--- config.mk ---
export PLATFORM = sky130hd
export DESIGN_NAME = mavrm_cell
export DESIGN_NICKNAME = d
export VERILOG_FILES = /design/src/mavrm_pkg.sv /design/src/mavrm_cell.sv
export SDC_FILE = /design/constraint.sdc
export NUM_CORES = 1
export LEC_CHECK = 0
export ABC_AREA = 1
export BUFFER_PORTS_ARGS = -buffer_cell sky130_fd_sc_hd__buf_2
export CORE_MARGIN = 1.5
export CORE_UTILIZATION = 51
export CTS_CLUSTER_DIAMETER = 120
export DETAILED_ROUTE_END_ITERATION = 6
export PLACE_DENSITY_LB_ADDON = 0.12
export SLEW_MARGIN = 30
export SYNTH_ARGS = -nofsm -noshare
export SYNTH_HDL_FRONTEND = slang
export SYNTH_SLANG_ARGS = --single-unit
--- constraint.sdc ---
create_clock -name clk -period 3.6 [get_ports clk]
set_clock_uncertainty 0.2 [all_clocks]
set_input_delay 0.72 -clock clk [delete_from_list [all_inputs] [get_ports clk]]
set_output_delay 0.72 -clock clk [all_outputs]
set_load 0.03 [all_outputs]
--- src/mavrm_pkg.sv ---
// ----------------------------------------------------------------------------
// Moving average then running median: shared definitions
// Default sizes, the sequencer state type and the cell operation codes.
// ----------------------------------------------------------------------------
`default_nettype none

package mavrm_pkg;

	// Default sizes of the two windows and of a sample.
	localparam int AVERAGE_DEPTH_DEF = 8;
	localparam int MEDIAN_DEPTH_DEF  = 100;
	localparam int SAMPLE_BITS_DEF   = 24;

	// Width of the filtered result on the output stream.
	localparam int FILTERED_BITS = 24;

	// Sequencer states of the top level.
	typedef enum logic [2:0] {
		ST_IDLE,
		ST_LOAD,
		ST_DIV,
		ST_DEL,
		ST_INS,
		ST_WAIT,
		ST_ROT
	} state_t;

	// Operation broadcast to every cell of the sorted chain.
	typedef enum logic [1:0] {
		CELL_HOLD,
		CELL_DEL,
		CELL_INS,
		CELL_ROT
	} cell_op_t;

endpackage

`default_nettype wire

--- src/mavrm_cell.sv ---
// ----------------------------------------------------------------------------
// Sorted chain cell
// Holds one mean of the median window and moves it to or from its neighbors
// for delete, insert and rotate operations.
// ----------------------------------------------------------------------------
`default_nettype none

module mavrm_cell #(
	parameter int VALUE_BITS = mavrm_pkg::SAMPLE_BITS_DEF
) (
	input  wire                      clk,
	input  wire                      arst_n,
	input  mavrm_pkg::cell_op_t      op,
	input  wire  [VALUE_BITS-1:0]    key,
	input  wire                      prev_ge,
	input  wire  [VALUE_BITS-1:0]    lo_value,
	input  wire                      lo_valid,
	input  wire  [VALUE_BITS-1:0]    hi_value,
	input  wire                      hi_valid,
	output logic [VALUE_BITS-1:0]    value,
	output logic                     valid,
	output logic                     ge
);

	import mavrm_pkg::*;

	logic [VALUE_BITS-1:0] value_q;
	logic                  valid_q;
	logic [VALUE_BITS-1:0] value_d;
	logic                  valid_d;

	// An empty cell ranks above every key.
	assign ge    = !valid_q || (value_q >= key);
	assign value = value_q;
	assign valid = valid_q;

	// Next content: keep, take the upper neighbor, the lower neighbor or the key.
	always_comb begin
		value_d = value_q;
		valid_d = valid_q;
		unique case (op)
			CELL_HOLD: begin
				value_d = value_q;
				valid_d = valid_q;
			end
			CELL_DEL: begin
				if (ge) begin
					value_d = hi_value;
					valid_d = hi_valid;
				end
			end
			CELL_INS: begin
				if (ge && prev_ge) begin
					value_d = lo_value;
					valid_d = lo_valid;
				end else if (ge) begin
					value_d = key;
					valid_d = 1'b1;
				end
			end
			CELL_ROT: begin
				value_d = hi_value;
				valid_d = hi_valid;
			end
			default: begin
				value_d = value_q;
				valid_d = valid_q;
			end
		endcase
	end

	// The valid flag is control state and clears at reset.
	always_ff @(posedge clk or negedge arst_n) begin
		if (!arst_n) begin
			valid_q <= 1'b0;
		end else begin
			valid_q <= valid_d;
		end
	end

	// The value itself needs no reset.
	always_ff @(posedge clk) begin
		value_q <= value_d;
	end

endmodule

`default_nettype wire

After elaboration in Yosys (flattened, before gate mapping)
Index checks and enable logic that the tools add are counted.

word-level totals
  bits in registers = 25
  input bits = 79
  output and inout bits = 26

cells by class
  order comparisons = 1
  equality and inequality tests = 5
  multiplexer cells = 8
  bitwise operators = 1
  reduce and logical (&&, ||, !) cells = 5

operator list
  cell                                                  count
  two-way mux 24 bit                                    3
  one-hot mux 24 bit (3 select lines)                   1
  >= comparator 24 bit                                  1
  equality test 2 bit (second input constant)           2
  two-way mux 1 bit                                     3
  != test 3 bit (second input constant)                 1
  one-hot mux 1 bit (3 select lines)                    1
  AND reduction 3 bit                                   1
  equality test 2 x 1 -> 1 bit (second input constant)  1
  zero test 2 bit                                       1
  != test 2 bit (second input constant)                 1
  logical AND 1 bit                                     1
  zero test 1 bit                                       1
  logical OR 1 bit                                      1
  NOT 1 bit                                             1

Logic depth before layout (Yosys ltp)
  word-level depth = 5
  mapped depth = 15
  gate-level depth less buffers = 14

Worst setup path before layout
OpenSTA, ideal clock, no wires.

  kind = input port to output port
  start point = input key[15]
  end point = output ge
  arrival time = 1804 ps
  path slack = 876 ps
  cell stages on the path = 8
  buffers on the path = 1
  path through = inv_1 ha_1 a21o_1 nor2_1 nand2_1 a21oi_2 nand2_4 buf_4

between the ends
  word-level cells in the longest chain between the ends = 2

ends and longest elaborated chain
  element               line              source
  start, declared       mavrm_cell.sv:14  input wire [VALUE_BITS-1:0] key,
  >= comparator 24 bit  mavrm_cell.sv:33  assign ge = !valid_q || (value_q >= key);
  logical OR 1 bit      mavrm_cell.sv:33
  end, declared         mavrm_cell.sv:22  output logic ge

No other way between the ends.

Worst setup path after layout
Ends and elaborated chain as after synthesis.

==> impl_metrics.json <==
{
  "synth_top_area_share_pct": 33.1,
  "rr_startpoint": "value[19]",
  "regArea_sq_um": 746,
  "start_kind": "input port",
  "antenna_cells": 0,
  "path_clk_slew_ps": 100,
  "drt_iter0_markers": 99,
  "ys_types": 24,
  "nNetsFinal": 492,
  "antenna_found_initial": 0,
  "grt_pass1_wl_mm": 8.20,
  "synth-async-reset-ratio_pct": 4.00,
  "ant_nets": 0,
  "synth.area.top_cells": "edfxtp_1 (33%), nand2_1 (17%), ha_1 (14%)",
  "synth-main-ff-cell": "edfxtp_1",
  "placed_cells_incl_taps": 433,
  "dieArea_sq_um": 4660,
  "fill_cells": 370,
  "post-place-ws_ps": 564,
  "syn_inst": 286,
  "drt_wl_total_mm": 5.33,
  "power_mw": 1.14,
  "synth_common_cells": "nand2_1 (97), inv_1 (36), nand3_1 (26)",
  "place_congestion": 0.814,
  "cts_tree": "yes",
  "route.vias.total": 2154,
  "drc": 0,
  "run_status": "finished, final reports clean",
  "rows": 23,
  "synth_enable_flop_cells": 24,
  "powerDensity_nw_per_um2": 412,
  "clock_path_buffers": 2,
  "h-tree-depth": 1,
  "crit_path_start": "key[15]",
  "required_ps": 2680,
  "grt_pass1_vias": 1962,
  "period_needed_ps": 2970,
  "clock_latency_ps": 270,
  "synthesis.area_sq_um": 2170,
  "setup.worst_path.end_class": "output pin",
  "hold_slack_ps": 319,
  "cp_max_fo": 13,
  "p_leak_nw": 1.56,
  "slew_headroom_pct": 66.6,
  "core-area_sq_um": 4060,
  "final_util_pct": 68.5,
  "cap_violations": 0,
  "synth_fp_nets": 389,
  "placed_area_sq_um": 2720,
  "worstMarginPinSlew_ps": 500,
  "cts_setup_buffers": 0,
  "setup_ws_ps": 632,
  "multi_input_area_sq_um": 1230,
  "clkSinkCount": 25,
  "slew_violations": 0,
  "hp-class": "flop to flop",
  "cp_common_cell": "buf_2",
  "drtPass1Iterations": 4,
  "crit_type": "input port to output pin",
  "yosysSeqAreaShare_pct": 34.3,
  "cp_slowest_stage_delay_ps": 280,
  "synthToLayoutAreaGrowth_pct": 27.8,
  "grt_overflow": 0,
  "cts_resized": 0,
  "cp_slowest_cell": "ha_1",
  "avgSynthCellArea_sq_um": 7.60,
  "finalNonFillerCells": 438,
  "start_util_pct": 53.6,
  "grt_max_degree": 27,
  "wl_per_cell_um": 12.2,
  "die_w_um": 68.3,
  "critPathArrivalTime_ps": 2050,
  "ios": 105,
  "finalHoldViolCount": 0,
  "grt_usage_pct": 22.9,
  "die_y_um": 68.3,
  "io_buffers": 104,
  "cts_made_buffers": 3,
  "fin_crit_sh_pct": 82.5,
  "report.final.setup_viol": 0,
  "drive_gt1_share_pct": 34.0,
  "synth.ff_latch_count": 25,
  "ir_worst_vdd_mv": 0.295,
  "dp_hpwl_mm": 4.09,
  "ys_warn_count": 0,
  "rsz0062_at_grt": "no",
  "path_cells": "buf_2 > inv_1 > ha_1 > nand2_1 > nor2_1 > nand4_1 > nor2_2 > nand2_2 > nand2_4 > buf_2",
  "yosys.cell_count.top_type": "nand2_1",
  "holdCritStartpoint": "valid",
  "vias_per_cell": 4.92,
  "setup_tns_ps": 0,
  "finalInstanceArea_sq_um": 2780,
  "cts_root_buf": "clkbuf_8",
  "synth_area_leader_cell": "edfxtp_1",
  "fmax_ghz": 0.337
}
## state kept, by name (all words and copies together) (netlist names)
| name | cells |
|---|---|
| value | 24 |
| valid | 1 |
## worst paths after layout
kind | to | slack (ps) | cells past startpoint
max | ge | 630 | 10
min | valid | 320 | 2
max reg2reg | value[13] | 1010 | 12
min reg2reg | valid | 320 | 2
max in group asynchronous | valid | 2570 | 2
min in group asynchronous | valid | 540 | 2
## where the power goes
part	switching [mW]	internal, mW	total [mW]
registers	0.0307	0.392	0.423
logic	0.358	0.184	0.542
clock network	0.100	0.0793	0.180
total	0.489	0.656	1.14
## timing repair
item / in CTS / in global routing
hold buffers: 0 / 1
hold endpoints to repair: 0 / 1
endpoints found under the setup margin: 0 / 0
## layer usage
layer	up-vias	GRT usage, %	share of wire [%]
li1	1133	-	-
met1	927	28.7	44
met2	90	40.5	49
met3	4	3.45	6.7
met4	0	6.50	0.81
met5	-	0	0
## cells in the final DEF, fill, tap and decap left out
cell type / instances
a21o_1: 1
a21oi_1: 7
a21oi_2: 1
buf_2: 104
buf_4: 4
clkbuf_1: 1
clkbuf_8: 3
dfrtp_1: 1
dlygate4sd3_1: 1
edfxtp_1: 24
ha_1: 24
inv_1: 36
inv_2: 1
nand2_1: 97
nand2_2: 12
nand2_4: 2
nand3_1: 26
nand3_2: 1
nand3b_1: 25
nand4_1: 1
nor2_1: 11
nor2_2: 2
nor2_4: 1
o21bai_1: 1
or2_2: 1
## cell families after synthesis
group	share of synthesized area (%)
buf+inv	9.44
simple gates	39.8
fa+ha+maj	13.8
compound gates	2.70
flops	34.3
## worst max-delay path: cells and delay by family
family | cells | cell delay [ps]
buffers and inverters | 3 | 350
and+or+nand+nor | 6 | 680
adders and majority gates | 1 | 280
## area by class of cell
cell class | count | share of cell area [%]
inverters | 37 | 5.00
flip-flops and latches | 25 | 26.8
multi-input cells | 213 | 44.1
well taps | 50 | 2.25
repair buffers | 109 | 20.2
clock buffers | 4 | 1.62
(Power assumes the default switching activity.)
