`src/mavrm_pkg.sv`:
```
// ----------------------------------------------------------------------------
// Moving average then running median: shared definitions
// Default sizes, the sequencer state type and the cell operation codes.
// ----------------------------------------------------------------------------
`default_nettype none

package mavrm_pkg;

	// Default sizes of the two windows and of a sample.
	localparam int AVERAGE_DEPTH_DEF = 8;
	localparam int MEDIAN_DEPTH_DEF  = 100;
	localparam int SAMPLE_BITS_DEF   = 24;

	// Width of the filtered result on the output stream.
	localparam int FILTERED_BITS = 24;

	// Sequencer states of the top level.
	typedef enum logic [2:0] {
		ST_IDLE,
		ST_LOAD,
		ST_DIV,
		ST_DEL,
		ST_INS,
		ST_WAIT,
		ST_ROT
	} state_t;

	// Operation broadcast to every cell of the sorted chain.
	typedef enum logic [1:0] {
		CELL_HOLD,
		CELL_DEL,
		CELL_INS,
		CELL_ROT
	} cell_op_t;

endpackage

`default_nettype wire

```
`src/mavrm_divider.sv`:
```
// ----------------------------------------------------------------------------
// Restoring divider
// Divides the window sum by the fill count, one quotient bit per cycle.
// ----------------------------------------------------------------------------
`default_nettype none

module mavrm_divider #(
	parameter int NUM_BITS = 27,
	parameter int DEN_BITS = 4
) (
	input  wire                   clk,
	input  wire                   arst_n,
	input  wire                   start,
	input  wire  [NUM_BITS-1:0]   dividend,
	input  wire  [DEN_BITS-1:0]   divisor,
	output logic                  done,
	output logic [NUM_BITS-1:0]   quotient
);

	import mavrm_pkg::*;

	localparam int CNT_BITS = $clog2(NUM_BITS);

	logic [NUM_BITS-1:0] quo_q;
	logic [DEN_BITS-1:0] rem_q;
	logic [DEN_BITS-1:0] den_q;
	logic [CNT_BITS-1:0] cnt_q;
	logic                busy_q;
	logic                done_q;
	logic [DEN_BITS:0]   rem_sh;
	logic [DEN_BITS:0]   rem_sub;
	logic                take;

	// One trial subtraction of the shifted remainder.
	assign rem_sh  = {rem_q, quo_q[NUM_BITS-1]};
	assign take    = rem_sh >= {1'b0, den_q};
	assign rem_sub = rem_sh - {1'b0, den_q};

	assign done     = done_q;
	assign quotient = quo_q;

	// Iteration control.
	always_ff @(posedge clk or negedge arst_n) begin
		if (!arst_n) begin
			busy_q <= 1'b0;
			done_q <= 1'b0;
			cnt_q  <= '0;
		end else begin
			done_q <= 1'b0;
			if (start) begin
				busy_q <= 1'b1;
				cnt_q  <= '0;
			end else if (busy_q) begin
				if (cnt_q == CNT_BITS'(NUM_BITS - 1)) begin
					busy_q <= 1'b0;
					done_q <= 1'b1;
				end else begin
					cnt_q <= cnt_q + 1'b1;
				end
			end
		end
	end

	// Quotient and remainder datapath.
	always_ff @(posedge clk) begin
		if (start) begin
			quo_q <= dividend;
			rem_q <= '0;
			den_q <= divisor;
		end else if (busy_q) begin
			if (take) begin
				rem_q <= rem_sub[DEN_BITS-1:0];
			end else begin
				rem_q <= rem_sh[DEN_BITS-1:0];
			end
			quo_q <= {quo_q[NUM_BITS-2:0], take};
		end
	end

endmodule

`default_nettype wire

```
`config.mk`:
```
export PLATFORM = sky130hd
export DESIGN_NAME = mavrm_divider
export DESIGN_NICKNAME = d
export VERILOG_FILES = /design/src/mavrm_pkg.sv /design/src/mavrm_divider.sv
export SDC_FILE = /design/constraint.sdc
export NUM_CORES = 1
export LEC_CHECK = 0
export ABC_CLOCK_PERIOD_IN_PS = 2500
export BUFFER_PORTS_ARGS = -buffer_cell sky130_fd_sc_hd__buf_2
export CAP_MARGIN = 10
export CORE_UTILIZATION = 40
export DETAILED_ROUTE_END_ITERATION = 10
export GPL_ROUTABILITY_DRIVEN = 0
export PLACE_DENSITY_LB_ADDON = 0.12
export SLEW_MARGIN = 20
export SYNTH_ARGS = -nofsm -noshare
export SYNTH_HDL_FRONTEND = slang
export SYNTH_SLANG_ARGS = --single-unit
export TNS_END_PERCENT = 10
```
`constraint.sdc`:
```
create_clock -name clk -period 2.5 [get_ports clk]
set_clock_uncertainty 0.1 [all_clocks]
set_input_delay 0.375 -clock clk [delete_from_list [all_inputs] [get_ports clk]]
set_output_delay 0.375 -clock clk [all_outputs]
set_load 0.02 [all_outputs]
```
### Word level (Yosys, flattened, before mapping)

Index checks and enable logic that the tools add are counted.

| cells by class | value |
|---|---|
| add/subtract/negate cells | 2 |
| reductions and logical operators | 2 |
| eq/ne operators | 2 |
| div/mod/pow operators | 0 |
| mux-type cells | 12 |
| order comparisons | 1 |
| bitwise operators | 0 |
| multiply operators | 0 |
| shifts and indexed selects | 0 |

Operators with widths:

| operator | number |
|---|---|
| 27-bit two-way mux | 2 |
| 5-bit two-way mux | 3 |
| 1-bit two-way mux | 6 |
| 5-bit by 1-bit adder with 5-bit output, second input constant | 1 |
| 5-bit equality test, second input constant | 1 |
| 5-bit by 4-bit greater-or-equal comparator with 1-bit output | 1 |
| 4-bit two-way mux | 1 |
| 4-bit subtractor | 1 |
| 2-bit != test, second input constant | 1 |
| 2-bit AND reduction | 1 |
| 2-bit nonzero test | 1 |

| storage, ports and cells | value |
|---|---|
| memories | 0 |
| bits in latches | 0 |
| input port bits | 34 |
| bits in writable memories | 0 |
| flip-flop bits (word level) | 42 |
| output and inout port bits | 28 |
| word-level logic and storage cells | 25 |
| ROM bits | 0 |

### Longest topological paths before layout

Gate-level depths: netlist of run 1.

| depth | value |
|---|---|
| depth after elaboration | 4 |
| depth in mapped cells | 6 |
| depth with buffers taken out | 6 |

### Least setup slack after synthesis of run 1

Ideal clock, no wire load.

| timing path | value |
|---|---|
| path kind | reg-to-reg |
| start point | register den_q[1] |
| end point | register quo_q[0], in the netlist quotient[0] (data pin) |
| clock period less this slack | 1.913 ns |
| arrival | 1.553 ns |
| data required time | 2.140 ns |
| path buffers | 0 |
| setup time | 0.260 ns |
| setup slack | 0.587 ns |
| stages on the path, launching flop included | 7 |
| path through | edfxtp_1 -> inv_1 -> ha_1 -> nor2b_1 -> o221a_4 -> or2_4 -> mux2_2 |

| on the way | value |
|---|---|
| cells in the longest elaborated chain, start to end | 3 |

Ends and longest elaborated chain:

| element | line | source |
|---|---|---|
| start: declaration | mavrm_divider.sv:26 | `logic [DEN_BITS-1:0] den_q;` |
| start signal: assignment | mavrm_divider.sv:69 | `den_q <= divisor;` |
| 5-bit by 4-bit greater-or-equal comparator with 1-bit output | mavrm_divider.sv:36 | `assign take = rem_sh >= {1'b0, den_q};` |
| 27-bit two-way mux | mavrm_divider.sv:70 | `end else if (busy_q) begin` |
| 27-bit two-way mux | mavrm_divider.sv:66 | `if (start) begin` |
| end signal: assignment | mavrm_divider.sv:67 | `quo_q <= dividend;` |
| end signal: assignment | mavrm_divider.sv:76 | `quo_q <= {quo_q[NUM_BITS-2:0], take};` |
| end: declaration | mavrm_divider.sv:24 | `logic [NUM_BITS-1:0] quo_q;` |

Every way passes these cells. The select of a mux whose other input is x is not followed.
A chain may end at the register's enable or synchronous reset.

### Worst setup path in the final report of run 1

Ends and elaborated chain as after synthesis.

==> results of run 1 <==
-- registers in the layout (all words and copies together) (netlist names) --
register and cells:
busy_q 1, quotient 27, den_q 4, rem_q 4, done 1, cnt_q 5
-- cell families (layout without fill, tap and decap cells) --
group	Yosys count	in the layout	synth area share
compound gates	13	13	0.0551
flops	42	42	0.614
buf+inv	13	80	0.0259
simple gates	29	29	0.0803
mux	27	27	0.157
xor+xnor	4	4	0.0181
fa+ha+maj	7	7	0.0492
-- metal layers --
metal / GRT usage / up-vias
met5: 0 / -
met4: 0.0566 / 0
met3: 0.0689 / 7
met2: 0.257 / 50
met1: 0.192 / 613
li1: - / 625
-- area by class of cell --
| type | count | share of cell area |
|---|---|---|
| multi-input combinational | 80 | 0.286 |
| sequential | 42 | 0.488 |
| clock buffer | 5 | 0.0283 |
| timing repair buffer | 64 | 0.141 |
| tap | 52 | 0.0268 |
| inverter | 8 | 0.0124 |
| clock inverter | 3 | 0.0165 |
-- cell usage after synthesis, drive strengths merged (2+ instances only) --
library cell | n | share of area
edfxtp | 31 | 0.48
mux2 | 27 | 0.16
inv | 8 | 0.016
dfrtp | 7 | 0.091
nor2 | 7 | 0.014
ha | 6 | 0.039
nand2 | 6 | 0.012
buf | 4 | 0.0084
dfxtp | 4 | 0.041
or2 | 4 | 0.014
nand4 | 3 | 0.0097
xor2 | 3 | 0.014
nor2b | 2 | 0.0065
nor3 | 2 | 0.0052
nor3b | 2 | 0.0078
o21ai | 2 | 0.0052
o22ai | 2 | 0.0065
-- cell usage in the layout, fill, tap and decap left out, types with 2 or more instances in the layout --
master / Yosys / final
clkinv_2: 0 / 2
or2_2: 2 / 2
nor2_1: 7 / 7
dfxtp_1: 4 / 4
clkbuf_8: 0 / 5
mux2_2: 27 / 27
ha_1: 6 / 6
o21ai_0: 2 / 2
nor2b_1: 2 / 2
o22ai_1: 2 / 2
edfxtp_1: 31 / 31
nand4_1: 3 / 3
nand2_1: 6 / 6
inv_1: 8 / 8
xor2_1: 3 / 3
nor3b_1: 2 / 2
buf_2: 1 / 61
dfrtp_1: 7 / 7
nor3_1: 2 / 2
-- through the flow --
| stage | setup WS (ns) | cells | hold slack, ns | util | power, uW |
|---|---|---|---|---|---|
| 2_1_floorplan | 0.587 | 135 | -0.0206 | - | 1270 |
| 3_3_place_gp | 0.555 | 245 | 0.112 | 0.513 | 1400 |
| 3_5_place_dp | 0.509 | 245 | 0.116 | 0.513 | 1430 |
| 4_1_cts | 0.508 | 254 | 0.147 | 0.539 | 1960 |
| 5_1_grt | 0.444 | 254 | 0.145 | 0.539 | 2040 |
| 6_report | 0.509 | 254 | 0.161 | 0.539 | 1930 |
-- worst reg2reg max path, stage by stage (launching register included) --
cell and delay, ns:
edfxtp_1 0.42, inv_1 0.07, ha_1 0.23, nor2b_1 0.16, o221a_4 0.26, or2_4 0.25, mux2_2 0.26
-- how the worst max path moves through the flow --
stage,start,end,slack (ns)
after floorplan,den_q[1],quotient[0],0.59
after global placement,den_q[1],quotient[0],0.56
after detailed placement,den_q[1],quotient[0],0.51
after CTS,den_q[1],quotient[0],0.51
after global routing,den_q[1],quotient[0],0.44
final,den_q[1],quotient[0],0.51
-- power by group through the flow --
stage                     Clock (uW)  Combinational [uW]  Sequential, uW
after global placement             0                 477             926
final                            524                 495             914
after CTS                        545                 498             916
after global routing             569                 543             931
after floorplan                    0                 274             995
after detailed placement           0                 496             929
==> summary.txt, run 1 <==
Global routing
  – Overall track demand over capacity in global routing: 0.159
  – Sum of overflow across all layers after global routing: 0
  – Global-route wire length before repair: 6160 um
  – Maximum number of pins on one net before global-route repair: 32
  – Number of global-route vias before repair: 1339
  – Antenna violations before repair: 0

Finish
  – Number of nets in the finished design: 242
  – Total area of multi-input combinational cells: 696 sq um
  – Syn-to-layout area delta: 25.7%
  – Layout cell share with drive strength beyond 1: 0.515
  – Layout filler cell count: 393
  – Storage element area: 0.00119 sq mm
  – Total inserted antenna cells: 0
  – Layout Cell Area excl Fill: 0.00243 sq mm

Critical path
  – R2r startpoint: den_q[1]
  – Worst setup slack for register-to-register paths: 0.51 ns
  – Crit-path slowest cell: edfxtp_1
  – Length in cells of the worst reg-to-reg path: 6
  – Arrival @ worst endpoint: 1.94 ns
  – Largest fanout on the critical path: 5
  – Kind of start point of the critical path: register
  – Crit-path max cell delay: 0.42 ns
  – Critical Path End Type: register
  – Critical path required time: 2.45 ns
  – Count of buffering cells on the critical path with inverters included: 1
  – Levels on crit path: 6
  – Crit Path Category: reg2reg
  – Worst reg2reg endpoint: quotient[0]
  – Chain of cells forming the critical path: inv_1, ha_1, nor2b_1, o221a_4, or2_4, mux2_2
  – Largest delay contributor family on the critical path: flip-flops

Synth
  – Post-synth ARST share: 0.167
  – Area of the mapped netlist: 0.00193 sq mm
  – Count of unique library cells instantiated by Yosys: 35
  – Syn_nets: 176
  – Yosys warning count: 0
  – Synthesized area divided by synthesized cell count: 14.3 sq um
  – Flip-flop and latch count after synthesis: 42
  – Leading register cell type out of synthesis: edfxtp_1
  – Number of instances in the synthesized netlist: 135
  – Seq/Total Area, Yosys: 0.614
  – Number of enable flip-flop cells after synthesis: 31

Die
  – Total die area: 0.00511 sq mm
  – Core region area: 0.00450 sq mm
  – Die extent in y: 71.5 um
  – Count of standard-cell rows: 24
  – Io pins: 62
  – Width of the die: 71.5 um
  – Starting utilization of the core area: 0.429

Drt
  – Average routed wire per standard cell: 14.6 um
  – Sum of routed wire segments on met1: 1560 um
  – DRC violations left: 0
  – Met3 routed wirelength: 302 um
  – Number of DRC markers after the initial detailed-route iteration: 64
  – Highest routed metal layer: met4
  – Antenna-violating nets left: 0
  – Length of routed met2 wiring: 1800 um
  – First drt pass iteration count: 4
  – Count of vias placed by the detailed router: 1295
  – Per-cell via count in the routed design: 5.10
  – Routed Wire Length: 3710 um

Power and ir drop
  – Net Sw Frac: 0.285
  – NetSw: 552 uW
  – Relative contribution of the clock network to total power: 0.271
  – Power per standard cell area: 796 mW/mm^2
  – Worst IR Drop VDD: 0.420 mV
  – Share of total power in sequential cells: 0.473
  – Leakage Power: 0.00107 uW
  – Internal power summed over all cells: 1380 uW
  – Comb power frac: 0.256

CTS
  – CTS clock-pin slew for the worst setup and hold paths: 0.08 ns
  – Clock tree from TritonCTS: done
  – Clock root buffer: clkbuf_8
  – Total clock sinks: 42
  – Count of cells resized by post-cts repair: 0
  – CTS H-Tree Depth: 2
  – Clock Path Buffers: 2
  – Setup fix buffers added after clock tree synthesis: 0
  – CTS hold repair buffers: 1
  – Number of buffers inserted during clock tree synthesis: 5
  – Worst-Skew Late Latency: 0.29 ns

STA
  – Max Transition Viols Final: 0
  – Final number of setup-violating endpoints: 0
  – Maximum clock rate: 502 MHz
  – Unrepaired setup endpoints after global routing: no
  – Setup total negative slack: 0 ns
  – Final-report hold violation count: 0
  – Minimum period implied by the final worst setup slack: 1.99 ns
  – Fraction of the cycle the final worst path needs: 0.796
  – Worst-margin pin slew: 0.373 ns
  – Tightest slew margin relative to the limit: 0.751

Hold path
  – Min-delay worst type: in2reg
  – Instance count along the most critical hold path: 1
  – Beginning of the worst hold path: divisor[1]
  – Hold path endpoint: den_q[1]

Placed design
  – Port Buf Inserts: 61
  – Post-place instance area: 0.00231 sq mm
  – HPWL after detailed placement: 2630 um

Job
  – Reported max-cap violation count: 0

Run status
  – Result of the run: complete, no violations
No activity file was read; power rests on OpenSTA's default activity.
==> inputs of run 2 (changes only) <==
ABC_CLOCK_PERIOD_IN_PS = 2000   (was 2500)
clock period = 2 ns   (was 2.5 ns; I/O delays follow)
==> run 2 against run 1 <==
Sequential power rose by 25%. Largest cell class unchanged. Core utilization is 0.47 points higher. Critical path depth did not move. Count of clock-buffer cells in the layout up 3. Die area unchanged. Combinational power up 31%. Highest routed layer unchanged. Final cell count up 1.2%.
==> summary.txt, run 2 (synthesis results as in run 1) <==
Run status
  – Result of the run: complete, no violations

Finish
  – Utilization of the core after routing: 0.544
  – Total inserted antenna cells: 0
  – Leading cell types in the layout, fill and taps excluded: buf_2 (61), edfxtp_1 (31), mux2_2 (27), clkbuf_8 (8)
  – Layout cell share with drive strength beyond 1: 0.537
  – Number of nets in the finished design: 245
  – Largest register FFs: 27
  – Most frequent standard cell in the layout excluding fill and tap cells: buf_2
  – Syn-to-layout area delta: 26.8%

CTS
  – Clock root buffer: clkbuf_8
  – Clock tree from TritonCTS: done
  – Total clock sinks: 42
  – Clock Path Buffers: 2
  – Number of buffers inserted during clock tree synthesis: 5
  – CTS H-Tree Depth: 2
  – Worst-Skew Late Latency: 0.30 ns
  – CTS clock-pin slew for the worst setup and hold paths: 0.08 ns

Critical path
  – Largest delay contributor family on the critical path: simple AND/OR/NAND/NOR gates
  – Crit-path max cell delay: 0.40 ns
  – Largest fanout on the critical path: 5
  – Crit Path Category: reg2reg
  – Kind of start point of the critical path: register
  – Count of buffering cells on the critical path with inverters included: 1
  – Critical Path End Type: register
  – Arrival @ worst endpoint: 1.92 ns
  – Crit-path slowest cell: edfxtp_1
  – Chain of cells forming the critical path: inv_2, ha_1, nor2b_4, o221a_4, or2_4, mux2_2
  – Critical path required time: 1.96 ns
  – Worst setup slack for register-to-register paths: 0.04 ns

Die
  – Core region area: 0.00450 sq mm
  – Starting utilization of the core area: 0.429
  – Io pins: 62
  – Die extent in y: 71.5 um
  – Total die area: 0.00511 sq mm
  – Width of the die: 71.5 um
  – Count of standard-cell rows: 24

Global routing
  – Overall track demand over capacity in global routing: 0.162
  – Global-route wire length before repair: 6260 um
  – Number of global-route vias before repair: 1317
  – Antenna violations before repair: 0
  – Sum of overflow across all layers after global routing: 0
  – Maximum number of pins on one net before global-route repair: 29

Hold path
  – Min-delay worst type: in2reg

Drt
  – Antenna-violating nets left: 0
  – Count of vias placed by the detailed router: 1324
  – Per-cell via count in the routed design: 5.15
  – DRC violations left: 0
  – Routed Wire Length: 3780 um
  – Average routed wire per standard cell: 14.7 um
  – First drt pass iteration count: 4
  – Number of DRC markers after the initial detailed-route iteration: 95

STA
  – Max Transition Viols Final: 0
  – Final number of setup-violating endpoints: 0
  – Maximum clock rate: 510 MHz
  – Post-Route Hold Slack: 0.0784 ns
  – Final-report hold violation count: 0
  – Fraction of the cycle the final worst path needs: 0.981
  – Tightest slew margin relative to the limit: 0.564
  – Worst-margin pin slew: 0.654 ns
  – Minimum period implied by the final worst setup slack: 1.96 ns

Power and ir drop
  – Internal power summed over all cells: 1730 uW
  – Worst IR Drop VDD: 0.492 mV
  – Net Sw Frac: 0.286
  – Relative contribution of the clock network to total power: 0.260
  – Share of total power in sequential cells: 0.472
  – Comb power frac: 0.267
  – Power per standard cell area: 988 mW/mm^2
  – NetSw: 693 uW
  – Leakage Power: 0.00108 uW

Placed design
  – HPWL after detailed placement: 2720 um
  – Port Buf Inserts: 61

Job
  – Reported max-cap violation count: 0
run 2: timing repair:
item / 4_1_cts / 5_1_grt
gates resized for setup: 0 / 4
hold buffers: 1 / 0
endpoints found under the setup margin: 0 / 1
setup buffers: 0 / 1
endpoints found under the hold margin: 7 / 0
run 2: cell type report:
cell class | count | area [sq um]
clock buffers | 8 | 110
fillers | 417 | 2050
inverters | 8 | 30.0
multi-input cells | 80 | 706
flip-flops and latches | 42 | 1190
well taps | 52 | 65.1
repair buffers | 67 | 353
run 2: layer usage:
metal	wire length, um	vias to the layer above	GRT usage
li1	-	637	-
met1	1630	633	0.201
met2	1800	44	0.248
met3	260	10	0.0689
met4	84	0	0.0741
met5	0	-	0
run 2: stage by stage:
| step | instances | total power (uW) | setup WS, ns | TNS (ns) | instance area (sq um) |
|---|---|---|---|---|---|
| after detailed placement | 247 | 1780 | 0.0342 | 0 | 2310 |
| after floorplan | 135 | 1590 | 0.0874 | 0 | 1930 |
| after global placement | 247 | 1760 | 0.0892 | 0 | 2310 |
| after CTS | 256 | 2420 | 0.0353 | 0 | 2430 |
| final | 257 | 2420 | 0.0377 | 0 | 2450 |
| after global routing | 257 | 2560 | -0.0231 | -0.0231 | 2450 |
run 2: power by group through the flow:
stage                     combinational, uW  clock, uW  sequential [uW]
after floorplan                         343          0             1240
after global placement                  598          0             1160
after detailed placement                619          0             1160
after CTS                               621        650             1150
after global routing                    709        687             1160
final                                   648        631             1140
run 2: path summary, 6_finish.rpt:
| check | startpoint | endpoint | cells after the start |
|---|---|---|---|
| hold reg to reg | rem_q[3] | rem_q[3] | 2 |
| hold / removal | divisor[1] | den_q[1] | 1 |
| setup / recovery | den_q[1] | quotient[0] | 6 |
| min in group asynchronous | arst_n | cnt_q[3] | 2 |
| max in group asynchronous | arst_n | busy_q | 2 |
| setup reg to reg | den_q[1] | quotient[0] | 6 |
run 2: worst reg2reg max path: stages, from the launching register on:
cell and delay [ns]:
edfxtp_1 0.40, inv_2 0.07, ha_1 0.24, nor2b_4 0.15, o221a_4 0.24, or2_4 0.27, mux2_2 0.26
